<file path="src/rtl/rmvm_pkg.sv">
`timescale 1ns / 1ps
package rmvm_pkg;
   localparam int SAMPLE_BITS_DEF = 32;
   localparam int COUNT_BITS_DEF  = 32;
   localparam int SUM_BITS        = 64;
   localparam int ROOT_BITS       = 32;
   localparam int OUT_BITS        = 32;

   typedef enum logic [2:0] {
      ST_IDLE,
      ST_DIVM,
      ST_EVAL,
      ST_MULS,
      ST_VSTART,
      ST_VARD,
      ST_ROOT,
      ST_DONE
   } state_type;
endpackage

</file>
<file path="src/rtl/rmvm_div.sv">
`timescale 1ns / 1ps
module rmvm_div #(
   parameter int DIVISOR_BITS = 32
) (
   input  logic                              clock,
   input  logic                              reset,
   input  logic                              start,
   input  logic [rmvm_pkg::SUM_BITS-1:0]     dividend,
   input  logic [DIVISOR_BITS-1:0]           divisor,
   output logic                              done,
   output logic [rmvm_pkg::SUM_BITS-1:0]     quotient
);
   import rmvm_pkg::*;

   localparam int CW = $clog2(SUM_BITS);

   logic                    busy_ff;
   logic                    done_ff;
   logic [CW-1:0]           cnt_ff;
   logic [DIVISOR_BITS-1:0] rem_ff;
   logic [DIVISOR_BITS-1:0] rem_in;
   logic [DIVISOR_BITS-1:0] div_ff;
   logic [SUM_BITS-1:0]     quo_ff;
   logic [DIVISOR_BITS:0]   trial;
   logic [DIVISOR_BITS:0]   diff;
   logic                    ge;

   always_comb begin
      trial  = {rem_ff, quo_ff[SUM_BITS-1]};
      ge     = trial >= {1'b0, div_ff};
      diff   = trial - {1'b0, div_ff};
      rem_in = ge ? diff[DIVISOR_BITS-1:0] : trial[DIVISOR_BITS-1:0];
   end

   always_ff @(posedge clock) begin
      if (reset) begin
         busy_ff <= 1'b0;
         done_ff <= 1'b0;
         cnt_ff  <= '0;
      end else begin
         done_ff <= 1'b0;
         if (start) begin
            busy_ff <= 1'b1;
            cnt_ff  <= '0;
            rem_ff  <= '0;
            quo_ff  <= dividend;
            div_ff  <= divisor;
         end else if (busy_ff) begin
            rem_ff <= rem_in;
            quo_ff <= {quo_ff[SUM_BITS-2:0], ge};
            cnt_ff <= cnt_ff + CW'(1);
            if (cnt_ff == CW'(SUM_BITS - 1)) begin
               busy_ff <= 1'b0;
               done_ff <= 1'b1;
            end
         end
      end
   end

   assign done     = done_ff;
   assign quotient = quo_ff;
endmodule

</file>
<file path="src/rtl/rmvm_mul.sv">
`timescale 1ns / 1ps
module rmvm_mul #(
   parameter int W = 32
) (
   input  logic           clock,
   input  logic           reset,
   input  logic           start,
   input  logic [W-1:0]   a,
   input  logic [W-1:0]   b,
   output logic           done,
   output logic [2*W-1:0] product
);
   localparam int CW = $clog2(W + 1);

   logic           busy_ff;
   logic           done_ff;
   logic [CW-1:0]  cnt_ff;
   logic [W-1:0]   a_ff;
   logic [2*W-1:0] prod_ff;
   logic [2*W-1:0] prod_in;
   logic [W:0]     sum;

   always_comb begin
      sum     = {1'b0, prod_ff[2*W-1:W]} + (prod_ff[0] ? {1'b0, a_ff} : '0);
      prod_in = {sum, prod_ff[W-1:1]};
   end

   always_ff @(posedge clock) begin
      if (reset) begin
         busy_ff <= 1'b0;
         done_ff <= 1'b0;
         cnt_ff  <= '0;
      end else begin
         done_ff <= 1'b0;
         if (start) begin
            busy_ff <= 1'b1;
            cnt_ff  <= '0;
            a_ff    <= a;
            prod_ff <= {{W{1'b0}}, b};
         end else if (busy_ff) begin
            prod_ff <= prod_in;
            cnt_ff  <= cnt_ff + CW'(1);
            if (cnt_ff == CW'(W - 1)) begin
               busy_ff <= 1'b0;
               done_ff <= 1'b1;
            end
         end
      end
   end

   assign done    = done_ff;
   assign product = prod_ff;
endmodule

</file>
<file path="src/rtl/rmvm_sqrt.sv">
`timescale 1ns / 1ps
module rmvm_sqrt (
   input  logic                           clock,
   input  logic                           reset,
   input  logic                           start,
   input  logic [rmvm_pkg::SUM_BITS-1:0]  value,
   output logic                           done,
   output logic [rmvm_pkg::ROOT_BITS-1:0] root
);
   import rmvm_pkg::*;

   localparam int RB  = ROOT_BITS;
   localparam int RW  = RB + 4;
   localparam int CW  = $clog2(RB + 1);

   logic                busy_ff;
   logic                done_ff;
   logic [CW-1:0]       cnt_ff;
   logic [RW-1:0]       rem_ff;
   logic [RW-1:0]       rem_in;
   logic [RW-1:0]       shifted;
   logic [RW-1:0]       trial;
   logic [SUM_BITS-1:0] val_ff;
   logic [RB-1:0]       root_ff;
   logic                ge;

   always_comb begin
      shifted = {rem_ff[RW-3:0], val_ff[SUM_BITS-1:SUM_BITS-2]};
      trial   = {{(RW-RB-2){1'b0}}, root_ff, 2'b01};
      ge      = shifted >= trial;
      rem_in  = ge ? shifted - trial : shifted;
   end

   always_ff @(posedge clock) begin
      if (reset) begin
         busy_ff <= 1'b0;
         done_ff <= 1'b0;
         cnt_ff  <= '0;
      end else begin
         done_ff <= 1'b0;
         if (start) begin
            busy_ff <= 1'b1;
            cnt_ff  <= '0;
            rem_ff  <= '0;
            root_ff <= '0;
            val_ff  <= value;
         end else if (busy_ff) begin
            rem_ff  <= rem_in;
            root_ff <= {root_ff[RB-2:0], ge};
            val_ff  <= {val_ff[SUM_BITS-3:0], 2'b00};
            cnt_ff  <= cnt_ff + CW'(1);
            if (cnt_ff == CW'(RB - 1)) begin
               busy_ff <= 1'b0;
               done_ff <= 1'b1;
            end
         end
      end
   end

   assign done = done_ff;
   assign root = root_ff;
endmodule

</file>
<file path="src/rtl/running_mean_variance_minmax_top.sv">
`timescale 1ns / 1ps
// Running statistics (Welford mean and variance with minimum and maximum) over signed Q15.16
// samples. One transaction is processed at a time. It uses the bit-serial divider, which is
// shared by the mean update and the variance, the bit-serial multiplier for the product of
// the deviations from the old and the new mean, and the two-bit-per-cycle square root. A
// refused, first or non-finite sample skips the mean divide and the multiply. A finished
// result waits in an output register while the next transaction is accepted.
module running_mean_variance_minmax_top #(
   parameter int SAMPLE_BITS = rmvm_pkg::SAMPLE_BITS_DEF,
   parameter int COUNT_BITS  = rmvm_pkg::COUNT_BITS_DEF
) (
   input  logic                                clock,
   input  logic                                reset,
   input  logic                                req_valid,
   output logic                                req_ready,
   input  logic signed [rmvm_pkg::OUT_BITS-1:0] req_sample,
   input  logic                                req_not_finite,
   output logic                                rsp_valid,
   input  logic                                rsp_ready,
   output logic [rmvm_pkg::OUT_BITS-1:0]        rsp_sample_count,
   output logic signed [rmvm_pkg::OUT_BITS-1:0] rsp_minimum,
   output logic signed [rmvm_pkg::OUT_BITS-1:0] rsp_maximum,
   output logic signed [rmvm_pkg::OUT_BITS-1:0] rsp_running_mean,
   output logic [rmvm_pkg::SUM_BITS-1:0]        rsp_sample_variance,
   output logic [rmvm_pkg::ROOT_BITS-1:0]       rsp_std_deviation,
   output logic                                rsp_refused
);
   import rmvm_pkg::*;

   localparam int S = SAMPLE_BITS;
   localparam int C = COUNT_BITS;

   state_type state_ff, state_in;

   logic [C-1:0]          count_ff;
   logic signed [S-1:0]   low_ff, high_ff, mean_ff, mean_in, x_ff, x;
   logic [SUM_BITS-1:0]   sum_ff, sum_in, var_ff;
   logic signed [S:0]     d_ff, d_now, e_now, q;
   logic [S:0]            dmag_now, dmag_held, emag, qm;
   logic [SUM_BITS:0]     sat_sum;
   logic                  refused_ff, refuse, upd, accept, load;
   logic                  rsp_valid_ff;
   logic [OUT_BITS-1:0]   out_count_ff;
   logic signed [OUT_BITS-1:0] out_min_ff, out_max_ff, out_mean_ff;
   logic [SUM_BITS-1:0]   out_var_ff;
   logic [ROOT_BITS-1:0]  out_std_ff;
   logic                  out_ref_ff;

   logic                  div_start, div_done, mul_start, mul_done, sqrt_start, sqrt_done;
   logic [SUM_BITS-1:0]   div_dividend, quotient;
   logic [C-1:0]          div_divisor;
   logic [2*S-1:0]        product;
   logic [ROOT_BITS-1:0]  root;

   always_comb begin
      x         = req_sample[S-1:0];
      accept    = req_valid && req_ready;
      refuse    = req_not_finite || (&count_ff);
      upd       = !refuse && (count_ff != '0);
      d_now     = {x[S-1], x} - {mean_ff[S-1], mean_ff};
      dmag_now  = d_now[S] ? -d_now : d_now;
      dmag_held = d_ff[S] ? -d_ff : d_ff;
      qm        = quotient[S:0];
      q         = d_ff[S] ? -qm : qm;
      mean_in   = mean_ff + q[S-1:0];
      e_now     = {x_ff[S-1], x_ff} - {mean_ff[S-1], mean_ff};
      emag      = e_now[S] ? -e_now : e_now;
      sat_sum   = {1'b0, sum_ff} + {1'b0, SUM_BITS'(product)};
      sum_in    = sat_sum[SUM_BITS] ? '1 : sat_sum[SUM_BITS-1:0];
      load      = !rsp_valid_ff || rsp_ready;
      if (state_ff == ST_IDLE) begin
         div_dividend = SUM_BITS'(dmag_now);
         div_divisor  = count_ff + C'(1);
      end else if (count_ff > C'(1)) begin
         div_dividend = sum_ff;
         div_divisor  = count_ff - C'(1);
      end else begin
         div_dividend = '0;
         div_divisor  = C'(1);
      end
   end

   always_comb begin
      state_in = state_ff;
      unique case (state_ff)
         ST_IDLE:   if (accept) state_in = upd ? ST_DIVM : ST_VSTART;
         ST_DIVM:   if (div_done) state_in = ST_EVAL;
         ST_EVAL:   state_in = ST_MULS;
         ST_MULS:   if (mul_done) state_in = ST_VSTART;
         ST_VSTART: state_in = ST_VARD;
         ST_VARD:   if (div_done) state_in = ST_ROOT;
         ST_ROOT:   if (sqrt_done) state_in = ST_DONE;
         ST_DONE:   if (load) state_in = ST_IDLE;
         default:   state_in = ST_IDLE;
      endcase
   end

   always_comb begin
      req_ready  = (state_ff == ST_IDLE);
      div_start  = ((state_ff == ST_IDLE) && accept && upd) || (state_ff == ST_VSTART);
      mul_start  = (state_ff == ST_EVAL);
      sqrt_start = (state_ff == ST_VARD) && div_done;
   end

   always_ff @(posedge clock) begin
      if (reset) begin
         state_ff     <= ST_IDLE;
         count_ff     <= '0;
         low_ff       <= '0;
         high_ff      <= '0;
         mean_ff      <= '0;
         sum_ff       <= '0;
         rsp_valid_ff <= 1'b0;
      end else begin
         state_ff <= state_in;
         if (rsp_valid_ff && rsp_ready) rsp_valid_ff <= 1'b0;
         unique case (state_ff)
            ST_IDLE: begin
               if (accept) begin
                  x_ff       <= x;
                  refused_ff <= refuse;
                  d_ff       <= d_now;
                  if (!refuse) begin
                     if (count_ff == '0) begin
                        low_ff   <= x;
                        high_ff  <= x;
                        mean_ff  <= x;
                        sum_ff   <= '0;
                        count_ff <= C'(1);
                     end else begin
                        if (x < low_ff) low_ff <= x;
                        if (x > high_ff) high_ff <= x;
                        count_ff <= count_ff + C'(1);
                     end
                  end
               end
            end
            ST_DIVM: if (div_done) mean_ff <= mean_in;
            ST_MULS: if (mul_done) sum_ff <= sum_in;
            ST_VARD: if (div_done) var_ff <= quotient;
            ST_DONE: begin
               if (load) begin
                  rsp_valid_ff <= 1'b1;
                  out_count_ff <= OUT_BITS'(count_ff);
                  out_min_ff   <= OUT_BITS'(low_ff);
                  out_max_ff   <= OUT_BITS'(high_ff);
                  out_mean_ff  <= OUT_BITS'(mean_ff);
                  out_var_ff   <= var_ff;
                  out_std_ff   <= root;
                  out_ref_ff   <= refused_ff;
               end
            end
            default: ;
         endcase
      end
   end

   rmvm_div #(.DIVISOR_BITS(C)) u_div (
      .clock(clock), .reset(reset), .start(div_start), .dividend(div_dividend),
      .divisor(div_divisor), .done(div_done), .quotient(quotient)
   );

   rmvm_mul #(.W(S)) u_mul (
      .clock(clock), .reset(reset), .start(mul_start), .a(dmag_held[S-1:0]),
      .b(emag[S-1:0]), .done(mul_done), .product(product)
   );

   rmvm_sqrt u_sqrt (
      .clock(clock), .reset(reset), .start(sqrt_start), .value(quotient),
      .done(sqrt_done), .root(root)
   );

   assign rsp_valid           = rsp_valid_ff;
   assign rsp_sample_count    = out_count_ff;
   assign rsp_minimum         = out_min_ff;
   assign rsp_maximum         = out_max_ff;
   assign rsp_running_mean    = out_mean_ff;
   assign rsp_sample_variance = out_var_ff;
   assign rsp_std_deviation   = out_std_ff;
   assign rsp_refused         = out_ref_ff;
endmodule

</file>
<file path="config.mk">
export PLATFORM = sky130hd
export DESIGN_NAME = running_mean_variance_minmax_top
export DESIGN_NICKNAME = d
export VERILOG_FILES = /design/src/rtl/rmvm_pkg.sv /design/src/rtl/rmvm_div.sv /design/src/rtl/rmvm_mul.sv /design/src/rtl/rmvm_sqrt.sv /design/src/rtl/running_mean_variance_minmax_top.sv
export SDC_FILE = /design/constraint.sdc
export NUM_CORES = 2
export LEC_CHECK = 0
export ABC_AREA = 1
export CORE_ASPECT_RATIO = 1.4
export CORE_MARGIN = 4
export CORE_UTILIZATION = 30
export CTS_CLUSTER_DIAMETER = 30
export CTS_CLUSTER_SIZE = 24
export DETAILED_ROUTE_END_ITERATION = 10
export DONT_BUFFER_PORTS = 1
export PLACE_DENSITY_LB_ADDON = 0.2
export SETUP_SLACK_MARGIN = 0.1
export SKIP_LAST_GASP = 1
export SYNTH_ARGS = -nofsm -noshare
export SYNTH_HDL_FRONTEND = slang
export SYNTH_SLANG_ARGS = --single-unit
</file>
<file path="constraint.sdc">
create_clock -name clock -period 25.3 [get_ports clock]
set_input_delay 5.06 -clock clock [delete_from_list [all_inputs] [get_ports clock]]
set_output_delay 5.06 -clock clock [all_outputs]
set_load 0.03 [all_outputs]
</file>
==> metrics.log <==
INFO  metric yosysTopAreaCellShare = 37.5%
INFO  metric fin_hold_ws = 0.412 ns
INFO  metric cells_after_synthesis = 7023
INFO  metric dp_hpwl = 157000 um
INFO  metric met3_length = 12500 um
INFO  metric min-delay-start = var_ff[11]
INFO  metric fin_worst_skew = 0.0947 ns
INFO  metric synth_enable_flop_cells = 709
INFO  metric final_min_period_over_clock_period = 30.9%
INFO  metric drive_above_1_share = 7.30%
INFO  metric cts_tree = yes
INFO  metric cp_slowest_stage_delay = 0.48 ns
INFO  metric vdd_ir_drop_max = 0.0702 mV
INFO  metric pin_count = 264
INFO  metric hp-class = reg -> reg
INFO  metric clk_transition_reported_paths = 0.05 ns
INFO  metric worstMarginPinSlew = 1.30 ns
INFO  metric hold_buffers = 0
INFO  metric pwr_density_cell = 116 nW/um2
INFO  metric grt_pass1_wl = 301000 um
INFO  metric maxClockFrequency = 0.128 GHz
INFO  metric syn-mean-instance-area = 8.09 um2
INFO  metric path_class = in -> reg
INFO  metric floorplan.initialDensity = 30.2%
INFO  metric cp.arrival = 8.50 ns
INFO  metric cts-htree-levels = 4
INFO  metric core = 188000 um2
INFO  metric nets = 7445
INFO  metric crit_path_top_delay_cell = fa_1
INFO  metric fillCellCount = 19441
INFO  metric die_height = 523 um
INFO  metric timing.critical_path.fanout_max = 33
INFO  metric grt_antenna_before_repair = 8
INFO  metric rows = 188
INFO  metric critical_path.most_common_cell = nand2_1
INFO  metric post_detailed_route_drc_marker_count = 0
INFO  metric final-setup-viol-count = 0
INFO  metric initialDrtViolationCount = 3447
INFO  metric hold_path_end = rsp_sample_variance[11]
INFO  metric timing.critical_path.to_type = register
INFO  metric cap_viol_max_count = 0
INFO  metric pin_count_of_the_biggest_net_entering_global_routing = 135
INFO  metric multi_input_comb_area = 26700 um2
INFO  metric cell_leakage_power = 27.9 nW
INFO  metric r2r_setup_slack = 19.74 ns
INFO  metric preCtsSetupSlack = 16.67 ns
INFO  metric overflow = 0
INFO  metric die-width = 376 um
INFO  metric postSynthRegisterBits = 929
INFO  metric synthesis.yosys.warnings = 0
INFO  metric design_power_total = 7.76 mW
INFO  metric post_cts.repair.setup_buffers = 0
INFO  metric detail_route.vias_per_cell = 4.96
INFO  metric slew_violations = 0
INFO  metric cts_resized = 0
INFO  metric yosys-top-cells-area = edfxtp_1 (37%), nand2_1 (10%), dfxtp_1 (7.8%), ha_1 (7.3%), inv_1 (6.3%)
INFO  metric ff2ff_path_depth = 22
INFO  metric ys_seq_area_share = 45.2%
INFO  metric worst-endpoint-required = 25.98 ns
INFO  metric setup_repair_after_global_routing_missed_its_margin = false
INFO  metric r2r_end = mean_ff[27]
INFO  metric hold_viol = 0
INFO  metric routed_wl = 203000 um
INFO  metric stdcell_count = 9723
INFO  metric dominantRegCellSynth = edfxtp_1
INFO  metric rr_startpoint = u_div.quotient[1]
INFO  metric layout.core_utilization = 35.6%
INFO  metric clock_tree.root_cell = clkbuf_16
INFO  metric drt_pre_antenna_iters = 5
INFO  metric critical_path.startpoint_type = input pin
INFO  metric run_status = completed
INFO  metric area_taken_by_flip_flops_and_latches = 25700 um2
INFO  metric gpl.final_weighted_congestion = 0.973
INFO  metric buffer_ports.inserted = 0
INFO  metric route.layer.met1.wl = 82700 um
INFO  metric max-slew-margin-rel = 13.0%
INFO  metric period_minus_slack = 7.82 ns
INFO  metric global_route.usage.total = 20.2%
INFO  metric max-clock-path-buffers = 3
INFO  metric min_delay_path_depth = 0
INFO  metric post_synth_instance_area = 56800 um2
INFO  metric insertion_delay_of_the_later_clocked_pin_in_the_worst_skew_pair = 0.88 ns
INFO  metric remaining_antenna_violation_count = 0
INFO  metric final.setup.worst_slack = 17.48 ns
INFO  metric detail_route.wl_per_cell = 20.9 um
INFO  metric cts_buffers = 204
INFO  metric synth_area_leader_cell = edfxtp_1
INFO  metric synthArstFlopShare = 0%
INFO  metric worstPathCellList = inv_1 > ha_1 > fa_1 > inv_1 > nand3_1 > nand2_1 > nand2_1 > nand2_1 > nand2_1 > nand2_1 > nand2_1 > nand3_1 > nand2_2 > inv_2 > nor2_1 > nor2_2 > nand3_1 > nand2_1 > nand3_1 > a21oi_1
INFO  metric vias = 48273
INFO  metric fin_tns_setup = 0 ns
INFO  metric clock-sinks = 929
INFO  metric postPlaceCellArea = 59500 um2
INFO  metric design_area = 67000 um2
INFO  metric first_global_vias = 48262
INFO  metric netlist-cell-type-count = 70
INFO  metric synth_nets = 7396
INFO  metric placed_cells = 9336
INFO  metric routed-wl-met2 = 98300 um
INFO  metric topRoutingLayerUsed = met5
INFO  metric die-area = 197000 um2
INFO  metric areaGrowthSynthToFinish = 17.9%
cells in the final DEF (no fill, tap or decap), types with 18 or more instances in the layout:
master         n
o22ai_1       29
o21bai_1      30
nand2_2       21
a21boi_0      21
o21ai_0      459
dfxtp_1      220
o21a_1        32
buf_4         36
nand3_1      408
edfxtp_1     709
nand2_1     1506
o21ai_1       58
clkbuf_16    206
xnor2_1       81
a22oi_1       21
clkinvlp_4    26
ha_1         330
inv_6         32
nand3b_1      19
clkinv_2      18
nor2_1       686
xor2_1       175
a21o_1        31
nor4_1        28
inv_1        954
a31oi_1       37
nor3_1        91
bufinv_16     29
a21oi_1      619
clkinv_4      27
nand4_1       83
registers in the layout, summed over array words and instances (netlist names), 33 cells and up:
register,flops
u_sqrt.rem_ff,34
d_ff,33
var_ff,64
u_mul.product,64
rsp_sample_variance,64
u_sqrt.val_ff,64
sum_ff,64
u_div.quotient,64
Yosys cell counts (all sizes together) (2+ instances only):
master	number
a211oi	14
a21boi	22
a21o	31
a21oi	625
a221oi	7
a22oi	21
a31oi	37
and2	2
and3	5
buf	88
clkbuf	106
clkinv	2
dfxtp	220
edfxtp	709
fa	6
ha	330
inv	968
nand2	1527
nand3	419
nand3b	19
nand4	84
nor2	714
nor3	99
nor3b	5
nor4	32
o2111ai	3
o211ai	16
o21a	32
o21ai	522
o21bai	32
o221ai	6
o22ai	29
o31ai	6
or2	16
or3	2
xnor2	82
xor2	177
metal layers:
metal  global-route usage, %  up-vias
li1                        -    23810
met2                    35.2     1340
met3                    4.30      353
met1                    24.0    22768
met4                    8.99        2
met5                       0        -
worst max-delay path: cells and delay by family:
kind | cells | cell delay, ns
and+or+nand+nor | 14 | 1.91
adders and majority gates | 2 | 0.73
buffers and inverters | 3 | 0.59
AOI/OAI and AO/OA | 1 | 0.14
report_power, final:
part           total, mW  leakage, nW  switching (mW)  internal [mW]
Sequential          2.18         8.29           0.225           1.95
Clock               2.84         3.56           0.993           1.84
Combinational       2.74         16.0            1.92          0.819
logic make-up (layout without fill, tap and decap cells):
logic type      Yosys count  count (layout)  synth area share (%)
other cells               0               3                     0
xor+xnor                259             259                  4.04
compound gates         1408            1408                  13.5
simple gates           2926            2926                  21.8
fa+ha+maj               336             336                  7.48
mux                       1               1                0.0176
buf+inv                1164            1391                  7.94
flops                   929             929                  45.2
worst max path at each step:
stage | startpoint | end | slack [ns] | depth (start not counted)
CTS | req_sample[0] | u_div.quotient[29] | 17.57 | 20
finish | req_sample[0] | u_div.quotient[29] | 17.48 | 20
global placement | req_sample[0] | u_div.quotient[29] | 16.66 | 21
floorplan | reset | rsp_maximum[0] | 3.58 | 3
detailed placement | req_sample[0] | u_div.quotient[29] | 16.67 | 21
global route | req_sample[0] | u_div.quotient[29] | 17.25 | 20
cell type report:
type / count / area share [%]
inverter: 970 / 5.44
antenna: 3 / 0.0112
clock buffer: 223 / 7.90
sequential: 929 / 38.4
tap: 2470 / 4.61
clock inverter: 161 / 3.31
timing repair buffer: 37 / 0.433
multi-input combinational: 4930 / 39.9
Power figures use the tool's default switching activity.
